**src/hdl/arpc_pkg.sv**
```systemverilog
// Shared types and constants for the ARP cache next-hop resolver.
// No dependencies; every other file refers to this package by scoped names.
package arpc_pkg;

    localparam int ENTRIES    = 256;
    localparam int IDX_W      = (ENTRIES > 1) ? $clog2(ENTRIES) : 1;
    localparam int CNT_W      = $clog2(ENTRIES + 1);
    localparam int IP_W       = 32;
    localparam int MAC_W      = 48;
    localparam int CFG_ADDR_W = 2;

    typedef enum logic [CFG_ADDR_W-1:0] {
        REG_LOCAL_IP   = 2'd0,
        REG_NET_MASK   = 2'd1,
        REG_GATEWAY_IP = 2'd2
    } cfg_reg_t;

    typedef enum logic [0:0] {
        REQ_LOOKUP = 1'b0,
        REQ_LEARN  = 1'b1
    } req_t;

    typedef enum logic [2:0] {
        OUT_HIT      = 3'd0,
        OUT_MISS     = 3'd1,
        OUT_UPDATED  = 3'd2,
        OUT_INSERTED = 3'd3,
        OUT_FULL     = 3'd4,
        OUT_ZERO     = 3'd5
    } outcome_t;

    typedef enum logic [1:0] {
        ST_IDLE,
        ST_SEARCH,
        ST_FINISH
    } state_t;

    typedef struct packed {
        logic load;
        logic search;
        logic finish;
    } ctrl_cmd_t;

    typedef struct packed {
        logic search_done;
        logic out_free;
    } dp_status_t;

endpackage

```
**src/hdl/arpc_ctrl.sv**
```systemverilog
// Controller for the ARP cache: accept, search and finish sequencing.
// Depends on arpc_pkg for the state, command and status types.
module arpc_ctrl (
    input  logic                 clk,
    input  logic                 rst_n,
    input  logic                 req_valid,
    output logic                 req_ready,
    input  arpc_pkg::dp_status_t status,
    output arpc_pkg::ctrl_cmd_t  cmd
);

    arpc_pkg::state_t state_reg;
    arpc_pkg::state_t state_next;

    always_comb
    begin
        state_next = state_reg;
        unique case (state_reg)
            arpc_pkg::ST_IDLE:
            begin
                if (req_valid)
                begin
                    state_next = arpc_pkg::ST_SEARCH;
                end
            end
            arpc_pkg::ST_SEARCH:
            begin
                if (status.search_done)
                begin
                    state_next = arpc_pkg::ST_FINISH;
                end
            end
            arpc_pkg::ST_FINISH:
            begin
                // hold until the result register is free
                if (status.out_free)
                begin
                    state_next = arpc_pkg::ST_IDLE;
                end
            end
            default:
            begin
                state_next = arpc_pkg::ST_IDLE;
            end
        endcase
    end

    always_comb
    begin
        req_ready  = 1'b0;
        cmd.load   = 1'b0;
        cmd.search = 1'b0;
        cmd.finish = 1'b0;
        unique case (state_reg)
            arpc_pkg::ST_IDLE:
            begin
                req_ready = 1'b1;
                cmd.load  = req_valid;
            end
            arpc_pkg::ST_SEARCH:
            begin
                cmd.search = 1'b1;
            end
            arpc_pkg::ST_FINISH:
            begin
                cmd.finish = status.out_free;
            end
            default:
            begin
                req_ready = 1'b0;
            end
        endcase
    end

    always_ff @(posedge clk or negedge rst_n)
    begin
        if (!rst_n)
        begin
            state_reg <= arpc_pkg::ST_IDLE;
        end
        else
        begin
            state_reg <= state_next;
        end
    end

endmodule

```
**config.mk**
```make
export PLATFORM = sky130hd
export DESIGN_NAME = arpc_ctrl
export DESIGN_NICKNAME = d
export VERILOG_FILES = /design/src/hdl/arpc_pkg.sv /design/src/hdl/arpc_ctrl.sv
export SDC_FILE = /design/constraint.sdc
export NUM_CORES = 1
export LEC_CHECK = 0
export ABC_AREA = 1
export BUFFER_PORTS_ARGS = -buffer_cell sky130_fd_sc_hd__buf_2
export CORE_AREA = 2 2 39 41
export DETAILED_ROUTE_END_ITERATION = 16
export DIE_AREA = 0 0 41 43
export HOLD_SLACK_MARGIN = 0.06
export SLEW_MARGIN = 10
export SYNTH_ARGS = -nofsm -noshare
export SYNTH_HDL_FRONTEND = slang
export SYNTH_SLANG_ARGS = --single-unit
```
**constraint.sdc**
```tcl
create_clock -name clk -period 1.2 [get_ports clk]
set_input_delay 0.18 -clock clk [delete_from_list [all_inputs] [get_ports clk]]
set_output_delay 0.18 -clock clk [all_outputs]
set_load 0.02 [all_outputs]
```
==> summary.txt, run 1 <==
Outcome
  • Status: finished clean

Min path
  • HP Start: req_valid
  • Worst hold path class: primary input to flip-flop
  • WHS Path Cells: 3
  • Hold endpoint: state_reg[0]

Routing
  • Mean number of vias per cell: 3.00
  • DR vias: 135
  • Iteration-0 DRC count of the detailed router: 0
  • Drt pass-1 iters: 1
  • Routed Wire Length: 296 um
  • DRC viols: 0
  • DR WL/cell: 6.58 um
  • Post-DRT Antenna Nets: 0

Power and ir drop
  • Combinational share of power: 0.477
  • Final Power: 0.552 mW
  • Pwr dens: 2580 nW/um^2
  • Net Sw Power: 0.239 mW
  • Sw Ratio: 0.433
  • VDD IR-drop max: 513 uV
  • Int Pwr: 0.313 mW
  • Reg power frac: 0.252
  • Clk network pwr share: 0.271
  • P_leak: 0.128 nW

Floorplanning
  • Initial core utilization: 0.0814
  • Die ar.: 1760 sq um
  • Core area: 1380 sq um
  • Boundary Pins: 9
  • Die Width: 41 um
  • Die Span Y: 43 um
  • Row count: 14

STA
  • Slew @ Worst Pin: 163 ps
  • Clk_skew: 6.10 ps
  • Final Critical Period: 1190 ps
  • Slew Viols, Final: 0
  • Hold Fails Final Rpt: 0
  • Setup violators final: 0
  • Final worst-path cycle share: 0.992
  • Final WS setup: 9.35 ps
  • Max Fclk: 840 MHz
  • Relative slew margins: 0.891
  • Unrepaired setup endpoints after global routing: true
  • Setup TNS: 0 ps

Worst setup path
  • R2r startpoint: state_reg[0]
  • CP Launch Point: state_reg[0]
  • R2R cell count: 3
  • Reg2Reg Capture Point: state_reg[0]
  • CP Launch Type: flip-flop
  • Worst endpoint required time: 1020 ps
  • Cells along the critical path: nor2_2, nand2_1, inv_1, buf_6
  • Slowest stage delay, CP: 410 ps
  • CP arrival: 1010 ps
  • Critical path class: flip-flop to output pin
  • Crit Path Max Fanout: 4
  • Slowest library cell on the worst path: dfrtp_1
  • Crit. End Element: output pin
  • Reg-to-reg setup timing slack: 460 ps

GRT
  • First-pass GRT wire length: 448 um
  • Largest net degree at the start of global routing: 6
  • All-Layer GR Usage: 0.0462
  • Grt total ovfl: 0
  • Antenna violations before repair: 0
  • Vias in the first global route: 116

Layout
  • Nets@finish: 36
  • Inserted Diodes: 0
  • Fillers: 159
  • Register Area: 50.0 sq um
  • Commonest non-fill, non-tap cell in the layout: buf_2
  • Non-filler cells, final: 45
  • Commonest cells after routing, fill and taps aside: buf_2 (6), inv_1 (4), nand2_1 (4)
  • Max FFs per register: 2
  • Layout cells sized above 1: 0.448
  • Area of the multi-input gates: 43.8 sq um
  • Layout area overhead: 90.0%

CTS
  • Clock buffer depth: 2
  • Clk slew on worst S/H paths: 30 ps
  • CTS tree: built
  • Clock root buffer: clkbuf_4
  • CTS sink count: 2
  • Later-pin clock latency in the skew report: 230 ps
  • CTS Buf Count: 3
  • H-tree levels: 1

Logic synthesis
  • Post-synthesis cell type count: 6
  • Register area share after synthesis: 0.444
  • Mapped Cells: 17
  • Synth area leaders: dfrtp_1 (44%), inv_1 (17%), nand3_1 (13%), nand2_1 (13%), nor2_1 (6.7%)
  • Leading area contributor after synthesis: dfrtp_1
  • Flops & latches, synth: 2
  • Share of the synthesized area in the top cell type: 0.444
  • Post-synthesis cell area: 113 sq um
  • Synth warn: 0
  • Syn Nets: 22
  • Avg Synthesized Cell Area: 6.62 sq um

Flow run
  • Total of max-cap violations: 0

Placed design
  • Placed Cells: 41
  • Setup WS pre-CTS: 218 ps
  • Final GP Congestion: 0.635
  • Number of port buffers: 8
## power groups by stage
stage / sequential [mW] / clock (mW) / combinational, mW
floorplan: 0.131 / 0 / 0.167
global placement: 0.136 / 0 / 0.241
detailed placement: 0.137 / 0 / 0.245
CTS: 0.137 / 0.161 / 0.265
global route: 0.144 / 0.167 / 0.292
finish: 0.139 / 0.150 / 0.263
## layer usage
metal,track usage,vias to the layer above,part of all wire
met4,0.0400,0,0
met3,0.0681,0,0.18
li1,-,75,-
met2,0.0469,7,0.36
met1,0.0386,53,0.46
met5,0,-,0
## stage by stage
stage	util	area (sq um)	hold slack (ps)
CTS	0.153	211	187
floorplan	-	113	-116
global placement	0.125	173	-34.5
global route	0.155	214	210
finish	0.155	214	190
detailed placement	0.125	173	-28.6
## worst max-delay path: cells and delay by family (launching register included)
family        cells  cell delay (ps)
simple gates      2              210
buf+inv           2              180
flops             1              410
## how the worst max path moves through the flow
stage	endpoint	depth (start not counted)
floorplan	cmd[2]	3
global placement	cmd[2]	4
detailed placement	cmd[2]	4
CTS	cmd[2]	4
global route	cmd[2]	4
finish	cmd[2]	4
## layout make-up
type / count / share of cell area
repair buffers: 9 / 0.275
inverters: 5 / 0.0877
flip-flops and latches: 2 / 0.234
multi-input cells: 10 / 0.205
clock buffers: 3 / 0.105
well taps: 16 / 0.0936
## repair_timing
action | in CTS | in global routing
gates cloned | 0 | 0
endpoints found under the hold margin | 2 | 0
endpoints found under the setup margin | 1 | 2
resized for setup | 2 | 2
hold buffers | 1 | 0
buffers inserted | 0 | 0
pin swaps | 0 | 0
## logic make-up (layout without fill, tap and decap cells)
| family | after synthesis | after routing | synth area share |
|---|---|---|---|
| AND/OR/NAND/NOR | 10 | 10 | 0.389 |
| buffers and inverters | 5 | 17 | 0.167 |
| flip-flops | 2 | 2 | 0.444 |
## synthesized netlist by cell type (all sizes together)
cell type / instances
nor2: 3
nand2: 4
inv: 5
dfrtp: 2
nand3: 3
No activity file was read; power rests on OpenSTA's default activity.
==> inputs of run 2 (changes only) <==
--- a/config.mk
+++ b/config.mk
@@ -11,6 +11,7 @@
 export DETAILED_ROUTE_END_ITERATION = 16
 export DIE_AREA = 0 0 41 43
 export HOLD_SLACK_MARGIN = 0.06
+export PLACE_DENSITY_LB_ADDON = 0.25
 export SLEW_MARGIN = 10
 export SYNTH_ARGS = -nofsm -noshare
 export SYNTH_HDL_FRONTEND = slang
==> run 2 against run 1 <==
Final area increased by 5.8%. Critical path depth unchanged. Largest power group unchanged. Non-clock buffer count unchanged. Maximum frequency decreased by 0.40%. Critical path type unchanged.
==> summary.txt, run 2 (synthesis results as in run 1) <==
STA
  • Slew @ Worst Pin: 147 ps
  • Unrepaired setup endpoints after global routing: true
  • Final worst-path cycle share: 0.996
  • WHS: 208 ps
  • Relative slew margins: 0.902
  • Final WS setup: 4.53 ps
  • Hold Fails Final Rpt: 0
  • Max Fclk: 836 MHz
  • Slew Viols, Final: 0
  • Setup violators final: 0
  • Clk_skew: 7.13 ps
  • Final Critical Period: 1200 ps

Placed design
  • Setup WS pre-CTS: 227 ps
  • Final GP Congestion: 0.650
  • Final HPWL DP: 254 um
  • Placed Cells: 41
  • Number of port buffers: 8
  • Area of placed instances: 173 sq um

Layout
  • Fin area: 226 sq um
  • Layout cells sized above 1: 0.621
  • Inserted Diodes: 0
  • Nets@finish: 36
  • Non-filler cells, final: 45
  • Max FFs per register: 2
  • Layout area overhead: 101%
  • Commonest non-fill, non-tap cell in the layout: buf_2
  • Fillers: 157
  • Commonest cells after routing, fill and taps aside: buf_2 (6), inv_1 (3), nand3_1 (3), clkbuf_4 (3)

Min path
  • Worst hold path class: primary input to flip-flop
  • HP Start: req_valid

GRT
  • Largest net degree at the start of global routing: 6
  • First-pass GRT wire length: 510 um
  • GR peak layer: met1
  • Vias in the first global route: 128
  • Met3 Usage GRT: 0.0524
  • Antenna violations before repair: 0
  • All-Layer GR Usage: 0.0522
  • Grt total ovfl: 0
  • GRT met2 Usage: 0.0313
  • M1 GR Usage: 0.0740

CTS
  • Clock buffer depth: 2
  • CTS tree: built
  • Clk slew on worst S/H paths: 30 ps
  • Post-CTS Setup Inserts: 0
  • CTS sink count: 2
  • Clock root buffer: clkbuf_4
  • H-tree levels: 1
  • CTS Buf Count: 3
  • Later-pin clock latency in the skew report: 230 ps

Worst setup path
  • Slowest stage delay, CP: 430 ps
  • Slowest library cell on the worst path: dfrtp_2
  • Cells along the critical path: inv_2, nand2_2, nor2_1, buf_4
  • CP arrival: 1020 ps
  • CP Launch Point: state_reg[0]
  • Crit. End Element: output pin
  • Crit Path Max Fanout: 4
  • CP Launch Type: flip-flop
  • R2r startpoint: state_reg[1]
  • Critical path class: flip-flop to output pin
  • Worst endpoint required time: 1020 ps

Power and ir drop
  • Combinational share of power: 0.479
  • Reg power frac: 0.272
  • Clk network pwr share: 0.249
  • P_leak: 0.126 nW
  • Int Pwr: 0.332 mW
  • Pwr dens: 2660 nW/um^2
  • Final Power: 0.603 mW
  • VDD IR-drop max: 603 uV
  • Net Sw Power: 0.271 mW
  • Sw Ratio: 0.449

Floorplanning
  • Boundary Pins: 9
  • Core area: 1380 sq um
  • Initial core utilization: 0.0814
  • Die ar.: 1760 sq um
  • Die Span Y: 43 um
  • Row count: 14
  • Die Width: 41 um

Routing
  • Iteration-0 DRC count of the detailed router: 2
  • Drt pass-1 iters: 2
  • Post-DRT Antenna Nets: 0
  • DR vias: 133
  • DR WL/cell: 7.80 um
  • Routed Wire Length: 351 um
  • Mean number of vias per cell: 2.96
  • DRC viols: 0

Flow run
  • Total of max-cap violations: 0

Outcome
  • Status: finished clean
==> run 2: timing repair <==
item	CTS	global route
pin swaps	0	1
hold endpoints to repair	2	0
gates resized for setup	3	7
hold buffers	1	0
endpoints found under the setup margin	2	2
==> run 2: routing by layer <==
metal,share of wire,up-vias
li1,-,73
met1,0.50,51
met2,0.32,9
met3,0.17,0
met4,0,0
met5,0,-
==> run 2: worst paths after layout <==
kind                           endpoint  slack, ps  cells past startpoint
min in group asynchronous  state_reg[0]        270                      2
max                              cmd[0]          5                      4
max in group asynchronous  state_reg[1]        810                      2
max reg2reg                state_reg[0]        440                      3
min reg2reg                state_reg[0]        590                      2
min                        state_reg[0]        210                      3
==> run 2: power groups by stage <==
stage / logic [mW] / registers (mW) / clock network, mW
after floorplan: 0.167 / 0.131 / 0
after global placement: 0.247 / 0.137 / 0
after detailed placement: 0.242 / 0.140 / 0
after CTS: 0.260 / 0.142 / 0.160
after global routing: 0.324 / 0.169 / 0.169
final: 0.289 / 0.164 / 0.150
==> run 2: final cells by class <==
type	count	area [sq um]	area share
Clock buffer	3	22.5	0.0994
Inverter	5	18.8	0.0829
Multi-Input combinational cell	10	53.8	0.238
Sequential cell	2	52.6	0.232
Tap cell	16	20.0	0.0884
Timing Repair Buffer	9	58.8	0.260
==> run 2: through the flow <==
| stage | TNS [ps] | utilization |
|---|---|---|
| 6_report | 0 | 0.164 |
| 5_1_grt | -94.5 | 0.164 |
| 4_1_cts | -4.41 | 0.152 |
| 3_5_place_dp | 0 | 0.125 |
| 3_3_place_gp | 0 | 0.125 |
| 2_1_floorplan | 0 | - |
==> run 2: worst max-delay path, delay by kind of cell (launching register included) <==
family        cells  cell delay, ps
simple gates      2             130
flops             1             430
buf+inv           2             230
==> inputs of run 3 (changes only) <==
==> constraint.sdc (replaced) <==
create_clock -name clk -period 1 [get_ports clk]
set_input_delay 0.15 -clock clk [delete_from_list [all_inputs] [get_ports clk]]
set_output_delay 0.15 -clock clk [all_outputs]
set_load 0.02 [all_outputs]
==> run 3 against run 2 <==
Sequential power grew 9%. Non-clock buffer count grew 2. First-iteration DRC count grew to 2.5 times the previous value. Clock skew shrank 2.7 ps. Sequential share of layout area shrank 2.4 points. Final area grew 8.8%. Power grew 35%. The flow now finishes with violations (setup timing). Die area is the same. Setup slack lost 160 ps. Critical endpoint is now req_ready. Largest cell class unchanged. Count of clock-buffer cells in the layout is the same.
==> summary.txt, run 3 (synthesis results as in run 1) <==
Outcome
  • Status: complete, but fails checks
  • Failing checks: setup timing

Routing
  • Met3 WL: 65 um
  • Iteration-0 DRC count of the detailed router: 5
  • DR vias: 146
  • Met1 WL: 157 um
  • DR top layer: met3
  • Routed Wire Length: 308 um
  • Post-DRT Antenna Nets: 0
  • DR WL met2: 85 um
  • DR WL/cell: 6.55 um
  • Mean number of vias per cell: 3.11
  • DRC viols: 0
  • Drt pass-1 iters: 4

Worst setup path
  • CP arrival: 1010 ps
  • Top delay family on crit path: flip-flops
  • Worst endpoint required time: 850 ps
  • Crit Path Max Fanout: 5
  • Slowest library cell on the worst path: dfrtp_2
  • Crit. End Element: output pin
  • Slowest stage delay, CP: 430 ps
  • Worst Path Buf+Inv: 2
  • Cells along the critical path: nor2_4, buf_4, buf_6
  • Critical path class: flip-flop to output pin
  • CP Launch Type: flip-flop

STA
  • Slew Viols, Final: 0
  • Relative slew margins: 0.890
  • Setup violators final: 4
  • Hold Fails Final Rpt: 0
  • Setup TNS: -502 ps
  • Clk_skew: 4.39 ps
  • Unrepaired setup endpoints after global routing: true
  • Final Critical Period: 1160 ps
  • Slew @ Worst Pin: 164 ps
  • Final WS setup: -159 ps
  • Max Fclk: 863 MHz
  • Final worst-path cycle share: 1.16

CTS
  • Clk slew on worst S/H paths: 30 ps
  • CTS Buf Count: 3
  • CTS sink count: 2
  • Later-pin clock latency in the skew report: 220 ps
  • H-tree levels: 1
  • Clock buffer depth: 2
  • Clock root buffer: clkbuf_4
  • CTS tree: built

Placed design
  • Number of port buffers: 8
  • Setup WS pre-CTS: 34.3 ps
  • Final HPWL DP: 232 um
  • Area of placed instances: 178 sq um
  • Final GP Congestion: 0.595

GRT
  • Vias in the first global route: 138
  • First-pass GRT wire length: 538 um
  • Largest net degree at the start of global routing: 6
  • Antenna violations before repair: 0
  • All-Layer GR Usage: 0.0513
  • Grt total ovfl: 0

Flow run
  • Total of max-cap violations: 0

Floorplanning
  • Die ar.: 1760 sq um
  • Core area: 1380 sq um
  • Die Span Y: 43 um
  • Die Width: 41 um
  • Boundary Pins: 9
  • Initial core utilization: 0.0814
  • Row count: 14

Min path
  • Worst hold path class: primary input to flip-flop

Layout
  • Fin area: 246 sq um
  • Inserted Diodes: 0
  • Layout cells sized above 1: 0.581
  • Nets@finish: 38
  • Commonest cells after routing, fill and taps aside: buf_2 (4), buf_4 (4)
  • Layout area overhead: 119%
  • Max FFs per register: 2

Power and ir drop
  • VDD IR-drop max: 1150 uV
  • Final Power: 0.815 mW
  • P_leak: 0.139 nW
  • Pwr dens: 3310 nW/um^2
[run 3: tightest hold or removal path, cell delays in order]
cell and delay (ps):
buf_2 80, nand2_2 50, nand2_1 60
[run 3: power by group]
group	switching (mW)	leakage (nW)	internal (mW)
Clock	0.0454	0.0138	0.132
Sequential	0.0561	0.0241	0.122
Combinational	0.226	0.101	0.234
[run 3: per-stage QoR]
step	util	hold WS, ps	instances
floorplan	-	-146	17
global placement	0.128	-56.4	41
detailed placement	0.128	-56.1	41
CTS	0.176	149	47
global route	0.178	159	47
finish	0.178	157	47
[run 3: routing by layer]
metal	vias to the layer above	track usage
met5	-	0
met4	0	0.0200
met3	0	0.0628
met2	12	0.0531
met1	55	0.0613
li1	79	-
[run 3: path summary, 6_finish.rpt]
check | startpoint | to | slack, ps | depth (start not counted)
setup / recovery | state_reg[1] | req_ready | -160 | 3
min in group asynchronous | rst_n | state_reg[1] | 240 | 2
hold / removal | req_valid | state_reg[0] | 160 | 3
hold reg to reg | state_reg[1] | state_reg[1] | 600 | 2
max in group asynchronous | rst_n | state_reg[1] | 650 | 2
setup reg to reg | state_reg[0] | state_reg[1] | 200 | 3
[run 3: area by class of cell]
class	instances	area, sq um
Multi-Input combinational cell	10	51.3
Sequential cell	2	51.3
Inverter	5	18.8
Tap cell	16	20.0
Fill cell	165	1140
Timing Repair Buffer	11	82.6
Clock buffer	3	22.5
[run 3: repair_timing]
| item | CTS | global route |
|---|---|---|
| pin swaps | 0 | 1 |
| gates cloned | 0 | 0 |
| resized for setup | 7 | 3 |
| buffers inserted | 2 | 0 |
| hold endpoints to repair | 2 | 0 |
| hold buffers | 1 | 0 |
| endpoints found under the setup margin | 4 | 4 |
